==> src/cba3d_pkg.sv <==
`timescale 1ns / 1ps
// ---------------------------------------------------------------------------
// cba3d_pkg
// Shared types and constants of the clipped 3D box average block.
// ---------------------------------------------------------------------------
package cba3d_pkg;

  localparam int unsigned MaxExtentDef  = 256;
  localparam int unsigned StoreDepthDef = 65536;
  localparam int unsigned SampleBitsDef = 16;
  localparam int unsigned MaxPatchDef   = 32;

  localparam int unsigned DimBits   = 9;
  localparam int unsigned PatchBits = 6;
  localparam int unsigned CoordBits = 8;
  localparam int unsigned InSampleBits = 16;
  localparam int unsigned MeanBits  = 25;
  localparam int unsigned CountBits = 16;
  localparam int unsigned CfgIdxBits = 3;
  localparam int unsigned CfgDataBits = 9;

  localparam logic [CfgIdxBits-1:0] RegDimX    = 3'd0;
  localparam logic [CfgIdxBits-1:0] RegDimY    = 3'd1;
  localparam logic [CfgIdxBits-1:0] RegDimZ    = 3'd2;
  localparam logic [CfgIdxBits-1:0] RegPatchX  = 3'd3;
  localparam logic [CfgIdxBits-1:0] RegPatchY  = 3'd4;
  localparam logic [CfgIdxBits-1:0] RegPatchZ  = 3'd5;
  localparam logic [CfgIdxBits-1:0] RegSigned  = 3'd6;

  localparam logic OpLoad  = 1'b0;
  localparam logic OpQuery = 1'b1;

  typedef struct packed {
    logic                    operation;
    logic [CoordBits-1:0]    coord_x;
    logic [CoordBits-1:0]    coord_y;
    logic [CoordBits-1:0]    coord_z;
    logic [InSampleBits-1:0] sample;
  } in_item_t;

  typedef struct packed {
    logic signed [MeanBits-1:0] mean;
    logic                       empty_res;
    logic [CountBits-1:0]       voxel_count;
  } out_item_t;

  // Controller to datapath.
  typedef struct packed {
    logic capture;   // register the accepted item
    logic do_load;   // write the store
    logic init_win;  // set window counters to their start
    logic step;      // issue one window read and advance
    logic accum;     // add the sample read last cycle
    logic div_start; // start the divider
    logic div_step;  // one restoring step
  } cmd_t;

  // Datapath to controller.
  typedef struct packed {
    logic is_query;
    logic win_last;  // current step is the final window position
    logic win_empty; // window has no positions at all
    logic div_done;
  } stat_t;

endpackage

==> src/cba3d_ctrl.sv <==
`timescale 1ns / 1ps
// ---------------------------------------------------------------------------
// cba3d_ctrl
// Sequencer for load, window walk, divide and result handoff.
// ---------------------------------------------------------------------------
module cba3d_ctrl (
  input  logic             clk_i,
  input  logic             rst_ni,
  input  logic             in_valid_i,
  output logic             in_stall_o,
  output logic             out_valid_o,
  input  logic             out_stall_i,
  input  cba3d_pkg::stat_t stat_i,
  output cba3d_pkg::cmd_t  cmd_o
);
  import cba3d_pkg::*;

  typedef enum logic [2:0] {
    StIdle, StDecode, StWalk, StDrain, StDivInit, StDiv, StOut
  } state_e;

  state_e state_q;
  logic   out_valid_q;

  assign in_stall_o  = (state_q != StIdle);
  assign out_valid_o = out_valid_q;

  always_comb begin
    cmd_o = '0;
    cmd_o.capture   = (state_q == StIdle) && in_valid_i;
    cmd_o.do_load   = (state_q == StDecode) && !stat_i.is_query;
    cmd_o.init_win  = (state_q == StDecode);
    cmd_o.step      = (state_q == StWalk);
    cmd_o.accum     = (state_q == StWalk) || (state_q == StDrain);
    cmd_o.div_start = (state_q == StDivInit);
    cmd_o.div_step  = (state_q == StDiv) && !stat_i.div_done;
  end

  always_ff @(posedge clk_i or negedge rst_ni) begin
    if (!rst_ni) begin
      state_q <= StIdle;
      out_valid_q <= 1'b0;
    end else begin
      case (state_q)
        StIdle:   if (in_valid_i) state_q <= StDecode;
        StDecode: begin
          if (!stat_i.is_query) state_q <= StIdle;
          else if (stat_i.win_empty) state_q <= StDivInit;
          else state_q <= StWalk;
        end
        StWalk:   if (stat_i.win_last) state_q <= StDrain;
        StDrain:  state_q <= StDivInit;
        StDivInit: state_q <= StDiv;
        StDiv: begin
          if (stat_i.div_done) begin
            state_q <= StOut;
            out_valid_q <= 1'b1;
          end
        end
        StOut: begin
          if (!out_stall_i) begin
            state_q <= StIdle;
            out_valid_q <= 1'b0;
          end
        end
        default: state_q <= StIdle;
      endcase
    end
  end

`ifndef ASSERT_OFF
  a_out_in_state: assert property (@(posedge clk_i) disable iff (!rst_ni)
    out_valid_q |-> state_q == StOut) else $error("result shown outside output state");
  a_no_take_busy: assert property (@(posedge clk_i) disable iff (!rst_ni)
    cmd_o.capture |-> !out_valid_q) else $error("capture while result pending");
  a_out_hold: assert property (@(posedge clk_i) disable iff (!rst_ni)
    (out_valid_q && out_stall_i) |=> out_valid_q) else $error("stalled result dropped");
`endif

endmodule

==> config.mk <==
export PLATFORM = sky130hd
export DESIGN_NAME = cba3d_ctrl
export DESIGN_NICKNAME = d
export VERILOG_FILES = /design/src/cba3d_pkg.sv /design/src/cba3d_ctrl.sv
export SDC_FILE = /design/constraint.sdc
export NUM_CORES = 1
export LEC_CHECK = 0
export ABC_AREA = 1
export BUFFER_PORTS_ARGS = -buffer_cell sky130_fd_sc_hd__buf_2
export CORE_AREA = 2 2 39 41
export DETAILED_ROUTE_END_ITERATION = 12
export DIE_AREA = 0 0 41 43
export GPL_TIMING_DRIVEN = 1
export PLACE_DENSITY = 0.48
export SLEW_MARGIN = 0
export SYNTH_ARGS = -nofsm -noshare
export SYNTH_HDL_FRONTEND = slang
export SYNTH_SLANG_ARGS = --single-unit
==> constraint.sdc <==
create_clock -name clk_i -period 3.1 [get_ports clk_i]
set_input_delay 0.62 -clock clk_i [delete_from_list [all_inputs] [get_ports clk_i]]
set_output_delay 0.62 -clock clk_i [all_outputs]
set_load 0.05 [all_outputs]
* After elaboration in Yosys (flattened, before gate mapping)
Cells that the tools add are included.
Cells by class: equal/unequal tests 10, mux-type cells 10, reductions and logical operators 11
Operator list (count):
- one-hot mux 3 bit (7 select lines) | 1
- two-way mux 3 bit | 6
- == test 3 bit (second input constant) | 3
- != test 2 bit (second input constant) | 4
- == test 3 x 2 -> 1 bit (second input constant) | 2
- AND reduction 4 bit | 1
- == test 3 x 1 -> 1 bit (second input constant) | 1
- logical AND 1 bit | 3
- logical NOT 3 bit | 1
- AND reduction 3 bit | 1
- nonzero test 3 bit | 1
- logical NOT 1 bit | 2
- two-way mux 1 bit | 2
- one-hot mux 1 bit (2 select lines) | 1
- nonzero test 2 bit | 1
- logical OR 1 bit | 1
Storage, ports and cells: register bits 4, input bits 8, output and inout bits 9, word-level logic and storage cells 33

* Longest topological paths before layout
Gate-level depths: netlist (run 1).
depth in word-level cells 3, gate-level depth with buffers 7, depth with buffers taken out 6

* Least setup slack after synthesis (run 1)
OpenSTA, ideal clock, no wires.
path type register to output, start reg state_q[1], end out cmd_o[6] (netlist bit), arrival 1.702 ns, data required time 2.480 ns, setup slack 0.778 ns, stages on the path, launching flop included 5, buffers on the path 1, cells stage by stage dfrtp_1 buf_6 nor2_1 nand2_1 nor2_1
RTL lines:
- start, declared | line cba3d_ctrl.sv:22 | state_e state_q;
- start signal, assigned | line cba3d_ctrl.sv:41 | state_q <= StIdle;
- start signal, assigned | line cba3d_ctrl.sv:45 | StIdle: if (in_valid_i) state_q <= StDecode;
- start signal, assigned | line cba3d_ctrl.sv:47 | if (!stat_i.is_query) state_q <= StIdle;
- end, declared | line cba3d_ctrl.sv:14 | output cba3d_pkg::cmd_t cmd_o

==> flow_metrics.tcl, run 1 <==
set metrics [dict create \
    max_clock_freq_mhz 501 \
    place.detailed.hpwl_um 665 \
    outcome "finished clean" \
    max_cap_violations 0 \
    gr-total-overflow 0 \
    drt.antenna.violating_nets 0 \
    synth_nets 65 \
    setup_viol 0 \
    cts_hold_buf 0 \
    routability_driven_placement_congestion_ratio 0.744 \
    regArea_sq_um 100 \
    ff2ff_path_depth 6 \
    rsz0062_at_grt "false" \
    highest_count_cells_in_the_layout_ignoring_fill_and_taps "sky130_fd_sc_hd__buf_2 (16), sky130_fd_sc_hd__nand2_1 (10), sky130_fd_sc_hd__nor2_1 (9), sky130_fd_sc_hd__nand3_1 (9), sky130_fd_sc_hd__inv_1 (8)" \
    grt_antenna_before_repair 0 \
    clkSlewWorstSetupHoldPaths_ps 40 \
    finalCritPeriodShare 0.643 \
    clock_path_buffers 2 \
    nNetsFinal 84 \
    hold_path.class "primary input to async pin" \
    boundaryPins 17 \
    post_cts.resized_instances 0 \
    die_width_um 41 \
    hold_violations 0 \
    effective_utilization_at_floorplan 0.258 \
    setup.worst_path.end_class "primary output" \
    finalCriticalPeriod_ps 1990 \
    cellPowerDensity_nw_per_um2 1230 \
    yosys.area.top_type "sky130_fd_sc_hd__dfrtp_1" \
    clock_skews_ps 2.10 \
    synthesis.area_sq_um 357 \
    syn_inst 57 \
    floorplan.rows 14 \
    area_occupied_by_multi_input_gates_sq_um 199 \
    placeableCoreArea_sq_um 1380 \
    cp_data_arrival_time_ps 1370 \
    crit_type "register to primary output" \
    cts_inserted_buffers 3 \
    cts_root_cell "sky130_fd_sc_hd__clkbuf_4" \
    tritoncts "yes" \
    routed_via_density 4.51 \
    p_total_w 0.000571 \
    maximum_number_of_pins_on_one_net_before_global_route_repair 11 \
    post_synth_num_cell_types 18 \
    postCtsSetupBuffers 0 \
    yosys-top-cells-area "sky130_fd_sc_hd__dfrtp_1 (28%), sky130_fd_sc_hd__nand3_1 (13%), sky130_fd_sc_hd__nand2_1 (11%)" \
    via_count 406 \
    worst-endpoint-required_ps 2480 \
    ir_drop_mv 0.387 \
    areaGrowthSynthToFinish_pct 29.8 \
    cellLeakagePower_nw 0.286 \
    tns_setup_ps 0 \
    dieArea_sq_um 1760 \
    die_h_um 43 \
    critPathMaxFanout 10 \
    h-tree-depth 1 \
    drive_above_1_share 0.365 \
    clock_sink_count 4 \
    avgSynthCellArea_sq_um 6.26 \
    grt_pass1_vias 299 \
    number_of_register_bits_inferred_by_synthesis 4 \
    slew_violations 0 \
    yosys.area.top_type_share 0.281 \
    antennaDiodeCount 0 \
    drc 0 \
    worst_slew_pin_slew_ps 393 \
    clock_insertion_delay_worst_skew_ps 230 \
    yosys_warnings 0 \
    postRouteWirelength_um 869 \
    final_common_cell "sky130_fd_sc_hd__buf_2" \
    fill_cells 172 \
    part_of_the_yosys_area_used_for_sequential_elements 0.281 \
    average_wire_per_standard_cell_um 9.66 \
    drtPass1Iterations 4 \
    wire_length_of_the_first_global_routing_pass_um 1210 \
    grtUsageTotal 0.101 \
    port_buffers 16 \
    max_slew_margin 0.738 \
    start_kind "register" \
    drt_first_iter_violations 5 \
]
critical path, stage by stage (launching register included):
cell and delay [ps]:
sky130_fd_sc_hd__dfrtp_1 510, sky130_fd_sc_hd__nor2_1 200, sky130_fd_sc_hd__nand2_1 80, sky130_fd_sc_hd__nor2_1 80, sky130_fd_sc_hd__buf_2 260
registers in the layout (all words and copies together), names as in the netlist:
register,flops
out_valid_o,1
state_q,3
power breakdown:
group          internal (W)  switching (W)   total, W  leakage (nW)
sequential        0.0000765      0.0000459   0.000122        0.0484
clock             0.0000434      0.0000225  0.0000659        0.0138
combinational     0.0000960       0.000286   0.000382         0.223
worst paths after layout:
kind	start	endpoint	slack (ps)
min	rst_ni	out_valid_o$_DFFE_PN0P_	180
max	state_q[1]$_DFFE_PN0P_	cmd_o[6]	1110
min in group clk_i	out_valid_o$_DFFE_PN0P_	out_valid_o$_DFFE_PN0P_	490
max in group asynchronous	rst_ni	state_q[0]$_DFFE_PN0P_	2800
max reg2reg	state_q[1]$_DFFE_PN0P_	state_q[1]$_DFFE_PN0P_	1860
min reg2reg	out_valid_o$_DFFE_PN0P_	out_valid_o$_DFFE_PN0P_	490
through the flow:
stage	setup WS, ps	area [sq um]	util	hold slack, ps	cells
3_5_place_dp	1350	440	0.318	428	87
6_report	1110	463	0.335	179	90
4_1_cts	1090	463	0.335	173	90
3_3_place_gp	1360	440	0.318	430	87
5_1_grt	996	463	0.335	184	90
2_1_floorplan	778	357	-	324	57
cell families (layout without fill, tap and decap cells):
family	count (synthesis)	after routing	synth area share
simple gates	35	35	0.470
buf+inv	13	30	0.161
compound gates	5	5	0.0877
flops	4	4	0.281
metal layers:
layer	track usage	vias to the layer above	part of all wire
met5	0	-	0
met4	0.0600	0	0
met3	0.0209	0	0.078
met2	0.144	21	0.51
met1	0.135	171	0.41
li1	-	214	-
layout make-up:
type                       count  area share
timing repair buffer          16       0.173
clock buffer                   3      0.0486
multi-input combinational     40       0.430
inverter                      11      0.0892
tap                           16      0.0432
sequential                     4       0.216
cells in the mapped netlist:
master	count
sky130_fd_sc_hd__nand3_2	1
sky130_fd_sc_hd__nand2_2	1
sky130_fd_sc_hd__a21oi_1	1
sky130_fd_sc_hd__inv_1	8
sky130_fd_sc_hd__dfrtp_1	4
sky130_fd_sc_hd__a21oi_2	1
sky130_fd_sc_hd__nand4_1	2
sky130_fd_sc_hd__o21bai_1	1
sky130_fd_sc_hd__nor2_2	1
sky130_fd_sc_hd__buf_2	1
sky130_fd_sc_hd__nor2_1	9
sky130_fd_sc_hd__o21ai_0	2
sky130_fd_sc_hd__nand2_1	10
sky130_fd_sc_hd__inv_2	3
sky130_fd_sc_hd__nand3_1	9
sky130_fd_sc_hd__buf_6	1
sky130_fd_sc_hd__nor2_4	1
sky130_fd_sc_hd__nor3_1	1
(Power assumes the default switching activity.)
==> run 2, diff against run 1 <==
--- a/config.mk
+++ b/config.mk
@@ -5,13 +5,13 @@
 export SDC_FILE = /design/constraint.sdc
 export NUM_CORES = 1
 export LEC_CHECK = 0
-export ABC_AREA = 1
+export ABC_AREA = 0
 export BUFFER_PORTS_ARGS = -buffer_cell sky130_fd_sc_hd__buf_2
 export CORE_AREA = 2 2 39 41
 export DETAILED_ROUTE_END_ITERATION = 12
 export DIE_AREA = 0 0 41 43
 export GPL_TIMING_DRIVEN = 1
-export PLACE_DENSITY = 0.48
+export PLACE_DENSITY = 0.42
 export SLEW_MARGIN = 0
 export SYNTH_ARGS = -nofsm -noshare
 export SYNTH_HDL_FRONTEND = slang
==> constraint.sdc (replaced) <==
create_clock -name clk_i -period 1.9 [get_ports clk_i]
set_input_delay 0.38 -clock clk_i [delete_from_list [all_inputs] [get_ports clk_i]]
set_output_delay 0.38 -clock clk_i [all_outputs]
set_load 0.05 [all_outputs]
==> run 2 against run 1 <==
- sequential share of layout area rose by 2.7 points
- first-iteration DRC count rose by 40%
- design area fell by 11%
- setup slack got worse by 940 ps
- global-route usage rose by 0.63 points
- largest cell class unchanged
- highest routed layer unchanged
==> flow_metrics.tcl, run 2 <==
set metrics [dict create \
    outcome "finished clean" \
    syn_inst 33 \
    largest_reg_flops 3 \
    h-tree-depth 1 \
    hold_ws_ps 358 \
    worstSetupStartpoint "state_q[1]$_DFFE_PN0P_" \
    start_kind "register" \
    synth_enable_flop_cells 0 \
    dpl.cell_count 64 \
    effective_utilization_at_floorplan 0.202 \
    part_of_the_yosys_area_used_for_sequential_elements 0.359 \
    final_cells 68 \
    grtUsageTotal 0.108 \
    worst-endpoint-required_ps 1520 \
    port_buffers 16 \
    hold_violations 0 \
    max_cap_violations 0 \
    p_total_w 0.000790 \
    routed_via_density 4.90 \
    post_cts.resized_instances 0 \
    ff2ff_path_depth 3 \
    postRouteWirelength_um 751 \
    dieArea_sq_um 1760 \
    drc 0 \
    setup_viol 0 \
    maximum_number_of_pins_on_one_net_before_global_route_repair 15 \
    yosys.area.top_type_share 0.359 \
    rsz0062_at_grt "false" \
    slew_violations 0 \
    die_h_um 43 \
    yosys-top-cells-area "sky130_fd_sc_hd__dfrtp_1 (36%), sky130_fd_sc_hd__a31oi_1 (4.5%), sky130_fd_sc_hd__and4bb_1 (4.5%)" \
    cts_inserted_buffers 3 \
    top_register "state_q" \
    worst_r2r_endpoint "state_q[1]$_DFFE_PN0P_" \
    clock_insertion_delay_worst_skew_ps 230 \
    timing.reg2reg.setup_slack_ps 710 \
    finalCriticalPeriod_ps 1740 \
    tritoncts "yes" \
    avgSynthCellArea_sq_um 8.46 \
    reg2reg_from "state_q[1]$_DFFE_PN0P_" \
    routability_driven_placement_congestion_ratio 0.723 \
    average_wire_per_standard_cell_um 11.0 \
    critPathMaxFanout 14 \
    drt_first_iter_violations 7 \
    cellLeakagePower_nw 0.204 \
    postSynth.topFlopCell "sky130_fd_sc_hd__dfrtp_1" \
    max_slew_margin 0.735 \
    drtPass1Iterations 4 \
    grt_pass1_vias 305 \
    cellPowerDensity_nw_per_um2 1920 \
    drive_above_1_share 0.442 \
    gr-total-overflow 0 \
    crit_type "register to primary output" \
    hold_path.class "primary input to register" \
    clock_skews_ps 3.06 \
    final_common_cell "sky130_fd_sc_hd__buf_2" \
    synth_common_cells "sky130_fd_sc_hd__dfrtp_1 (4), sky130_fd_sc_hd__inv_1 (3), sky130_fd_sc_hd__nand2_1 (3)" \
    highest_count_cells_in_the_layout_ignoring_fill_and_taps "sky130_fd_sc_hd__buf_2 (16), sky130_fd_sc_hd__dfrtp_1 (4), sky130_fd_sc_hd__inv_1 (3), sky130_fd_sc_hd__nand2_1 (3), sky130_fd_sc_hd__clkbuf_4 (3)" \
    hp-start "stat_i[2]" \
    via_count 333 \
    synthesis.area_sq_um 279 \
    ir_drop_mv 0.523 \
    number_of_register_bits_inferred_by_synthesis 4 \
    areaGrowthSynthToFinish_pct 47.5 \
    cp_data_arrival_time_ps 1360 \
    max_clock_freq_mhz 575 \
    grt_antenna_before_repair 0 \
    yosys_warnings 0 \
    drt.antenna.violating_nets 0 \
    cts_root_cell "sky130_fd_sc_hd__clkbuf_4" \
    yosys.area.top_type "sky130_fd_sc_hd__dfrtp_1" \
    clock_sink_count 4 \
    clkSlewWorstSetupHoldPaths_ps 30 \
    nNetsFinal 62 \
    finalCritPeriodShare 0.915 \
    boundaryPins 17 \
    ys_async_sr_fraction 1.00 \
    placeableCoreArea_sq_um 1380 \
    floorplan.rows 14 \
    worstSetupEndpoint "cmd_o[3]" \
    post_synth_num_cell_types 20 \
    clock_path_buffers 2 \
    setup.worst_path.end_class "primary output" \
    yosys.cell_count.top_type "sky130_fd_sc_hd__dfrtp_1" \
    worst_slew_pin_slew_ps 397 \
    antennaDiodeCount 0 \
    place.detailed.hpwl_um 564 \
    synth_nets 41 \
    wire_length_of_the_first_global_routing_pass_um 1240 \
    die_width_um 41 \
]
-- run 2: cell types whose count changed in the layout (fill, tap and decap cells not counted), sizes merged, moves of 8 or more --
cell and change:
nor2 -10, nand3 -9, inv -8, nand2 -8
-- run 2: power breakdown --
part           total (W)  switching (W)  internal, W
sequential      0.000163      0.0000420     0.000121
clock           0.000104      0.0000332    0.0000705
combinational   0.000523       0.000378     0.000145
-- run 2: worst min-delay path by stage --
stage | end | slack (ps) | depth (start not counted)
floorplan | out_valid_o$_DFFE_PN0P_ | 80 | 0
global placement | out_valid_o$_DFFE_PN0P_ | 190 | 1
detailed placement | out_valid_o$_DFFE_PN0P_ | 190 | 1
CTS | state_q[0]$_DFFE_PN0P_ | 360 | 3
global route | state_q[0]$_DFFE_PN0P_ | 390 | 3
finish | state_q[0]$_DFFE_PN0P_ | 360 | 3
-- run 2: routing by layer --
| layer | share of wire | wire length, um | track usage | vias up |
|---|---|---|---|---|
| met3 | 0.084 | 63 | 0.0471 | 0 |
| li1 | - | - | - | 163 |
| met5 | 0 | 0 | 0 | - |
| met1 | 0.44 | 329 | 0.136 | 156 |
| met2 | 0.48 | 358 | 0.147 | 14 |
| met4 | 0 | 0 | 0.0600 | 0 |
-- run 2: cell type report --
| class | instances | area [sq um] |
|---|---|---|
| clock buffer | 3 | 22.5 |
| fill | 167 | 972 |
| inverter | 3 | 11.3 |
| multi-input combinational | 23 | 153 |
| sequential | 4 | 100 |
| tap | 16 | 20.0 |
| timing repair buffer | 19 | 105 |
-- run 2: metrics by stage --
stage | cell area, sq um | setup WS, ps | utilization | TNS (ps)
6_report | 412 | 161 | 0.297 | 0
5_1_grt | 412 | 58.3 | 0.297 | 0
4_1_cts | 412 | 142 | 0.297 | 0
3_5_place_dp | 379 | 402 | 0.274 | 0
3_3_place_gp | 379 | 419 | 0.274 | 0
2_1_floorplan | 285 | -569 | - | -1370
-- run 2: repair_timing --
item | 4_1_cts | 5_1_grt
hold buffers | 1 | 0
endpoints found under the hold margin | 4 | 0
setup buffers | 0 | 0
-- run 2: cell families (layout without fill, tap and decap cells) --
family                 after synthesis  after routing  share of synthesized area
and+or+nand+nor                     13             13                      0.296
AOI/OAI and AO/OA                   10             10                      0.229
buffers and inverters                6             25                      0.117
DFF                                  4              4                      0.359
-- run 2: worst max-delay path: stages, from the launching register on --
cell and delay [ps]:
sky130_fd_sc_hd__dfrtp_1 570, sky130_fd_sc_hd__nor3b_2 260, sky130_fd_sc_hd__buf_2 290
==> run 3, diff against run 2 <==
--- a/config.mk
+++ b/config.mk
@@ -5,13 +5,14 @@
 export SDC_FILE = /design/constraint.sdc
 export NUM_CORES = 1
 export LEC_CHECK = 0
-export ABC_AREA = 0
+export ABC_AREA = 1
 export BUFFER_PORTS_ARGS = -buffer_cell sky130_fd_sc_hd__buf_2
 export CORE_AREA = 2 2 39 41
 export DETAILED_ROUTE_END_ITERATION = 12
 export DIE_AREA = 0 0 41 43
 export GPL_TIMING_DRIVEN = 1
-export PLACE_DENSITY = 0.42
+export PLACE_DENSITY = 0.48
+export RECOVER_POWER = 100
 export SLEW_MARGIN = 0
 export SYNTH_ARGS = -nofsm -noshare
 export SYNTH_HDL_FRONTEND = slang
==> constraint.sdc (replaced) <==
create_clock -name clk_i -period 1.94 [get_ports clk_i]
set_input_delay 0.388 -clock clk_i [delete_from_list [all_inputs] [get_ports clk_i]]
set_output_delay 0.388 -clock clk_i [all_outputs]
set_load 0.05 [all_outputs]
==> run 3 against run 2 <==
- largest power group unchanged
- final cell count up 34%
- first-iteration DRC count up 29%
- routed wire length up 10%
- design area up 15%
- power up 14%
- critical path depth up 2
- count of clock-buffer cells in the layout unchanged
- highest routed layer unchanged
- clock power about the same
- sequential cell count unchanged
==> flow_metrics.tcl, run 3 (synthesis results as in run 1) <==
set metrics [dict create \
    largest_reg_flops 3 \
    setup.worst_path.end_class "primary output" \
    hold_path.class "register to register" \
    ff2ff_path_depth 5 \
    average_wire_per_standard_cell_um 9.09 \
    p_total_w 0.000901 \
    hold_violations 0 \
    tns_setup_ps 0 \
    final_cells 91 \
    h-tree-depth 1 \
    gr-total-overflow 0 \
    max_slew_margin 0.604 \
    grt_pass1_vias 344 \
    worst_path_max_delay_cell "sky130_fd_sc_hd__dfrtp_1" \
    grtUsageTotal 0.118 \
    post_cts.resized_instances 0 \
    port_buffers 16 \
    die_h_um 43 \
    max_clock_freq_mhz 552 \
    worst_slew_pin_slew_ps 597 \
    postCtsSetupBuffers 0 \
    highest_count_cells_in_the_layout_ignoring_fill_and_taps "sky130_fd_sc_hd__nand2_1 (10), sky130_fd_sc_hd__inv_1 (9), sky130_fd_sc_hd__nand3_1 (9), sky130_fd_sc_hd__nor2_1 (8), sky130_fd_sc_hd__buf_2 (8)" \
    timing.critical_path.cells "inv_1 > nand3_1 > nor2_1 > buf_2" \
    antennaDiodeCount 0 \
    start_kind "register" \
    dpl.cell_count 87 \
    slew_violations 0 \
    routability_driven_placement_congestion_ratio 0.758 \
    effective_utilization_at_floorplan 0.258 \
    critPathMaxFanout 10 \
    finalCritPeriodShare 0.933 \
    tritoncts "yes" \
    dieArea_sq_um 1760 \
    routed_via_density 4.54 \
    min_path_cells 2 \
    floorplan.rows 14 \
    clock_skews_ps 0.163 \
    final_common_cell "sky130_fd_sc_hd__nand2_1" \
    clock_insertion_delay_worst_skew_ps 230 \
    boundaryPins 17 \
    top_register "state_q" \
    outcome "finished clean" \
    ir_drop_mv 0.585 \
    nNetsFinal 85 \
    cts_root_cell "sky130_fd_sc_hd__clkbuf_4" \
    clkSlewWorstSetupHoldPaths_ps 40 \
    util_after_layout 0.343 \
    worst-endpoint-required_ps 1550 \
    drt.antenna.violating_nets 0 \
    drt_first_iter_violations 9 \
    cellPowerDensity_nw_per_um2 1900 \
    areaGrowthSynthToFinish_pct 33.0 \
    place.detailed.hpwl_um 678 \
    cp_data_arrival_time_ps 1420 \
    setup_viol 0 \
    max_cap_violations 0 \
    clock_path_buffers 2 \
    clock_sink_count 4 \
    cts_inserted_buffers 3 \
    postRouteWirelength_um 827 \
    cellLeakagePower_nw 0.284 \
    wire_length_of_the_first_global_routing_pass_um 1330 \
    drc 0 \
    crit_type "register to primary output" \
    drive_above_1_share 0.333 \
    rsz0062_at_grt "false" \
    grt_antenna_before_repair 0 \
    timing.critical_path.slowest_cell_delay_ps 500 \
    drtPass1Iterations 4 \
    finalCriticalPeriod_ps 1810 \
    cts_hold_buf 1 \
    die_width_um 41 \
    via_count 413 \
    maximum_number_of_pins_on_one_net_before_global_route_repair 11 \
    placeableCoreArea_sq_um 1380 \
]
[run 3: cell types whose count changed in the layout (fill, tap and decap cells not counted), sizes merged, moves of 2 or more]
cell	change
nand2	+8
nor2	+10
inv	+8
nand4	+2
clkbuf	+8
a31oi	-2
nand3	+9
buf	-10
nor4	-2
[run 3: worst max-delay path: cells and delay by family, from the launching register on]
family                 cells  cell delay (ps)
DFF                        1              500
buffers and inverters      2              450
and+or+nand+nor            2              240
[run 3: worst paths after layout]
check	end	startpoint	slack, ps
min reg2reg	out_valid_o$_DFFE_PN0P_	out_valid_o$_DFFE_PN0P_	490
min	out_valid_o$_DFFE_PN0P_	out_valid_o$_DFFE_PN0P_	490
max in group asynchronous	state_q[1]$_DFFE_PN0P_	rst_ni	1250
max reg2reg	out_valid_o$_DFFE_PN0P_	state_q[1]$_DFFE_PN0P_	670
max	cmd_o[0]	state_q[1]$_DFFE_PN0P_	130
min in group asynchronous	state_q[2]$_DFFE_PN0P_	rst_ni	520
[run 3: stage by stage]
stage          hold WS (ps)  area, sq um  setup WS (ps)
3_3_place_gp            195          448            391
6_report                495          474            129
3_5_place_dp            195          448            420
4_1_cts                 488          480            163
2_1_floorplan          92.4          364           67.9
5_1_grt                 523          474           36.0
[run 3: where the power goes]
part	switching, W	internal, W	leakage, nW
clock	0.0000342	0.0000692	0.0138
sequential	0.0000743	0.000122	0.0484
combinational	0.000453	0.000148	0.222
[run 3: cell type report]
class	count	area [sq um]
fillers	151	910
multi-input cells	40	203
flip-flops and latches	4	100
repair buffers	17	87.6
inverters	11	41.3
clock buffers	3	22.5
well taps	16	20.0
[run 3: routing by layer]
metal  part of all wire  global-route usage
met2               0.45               0.159
met3              0.065              0.0628
met4                  0              0.0600
met5                  0                   0
met1               0.48               0.147
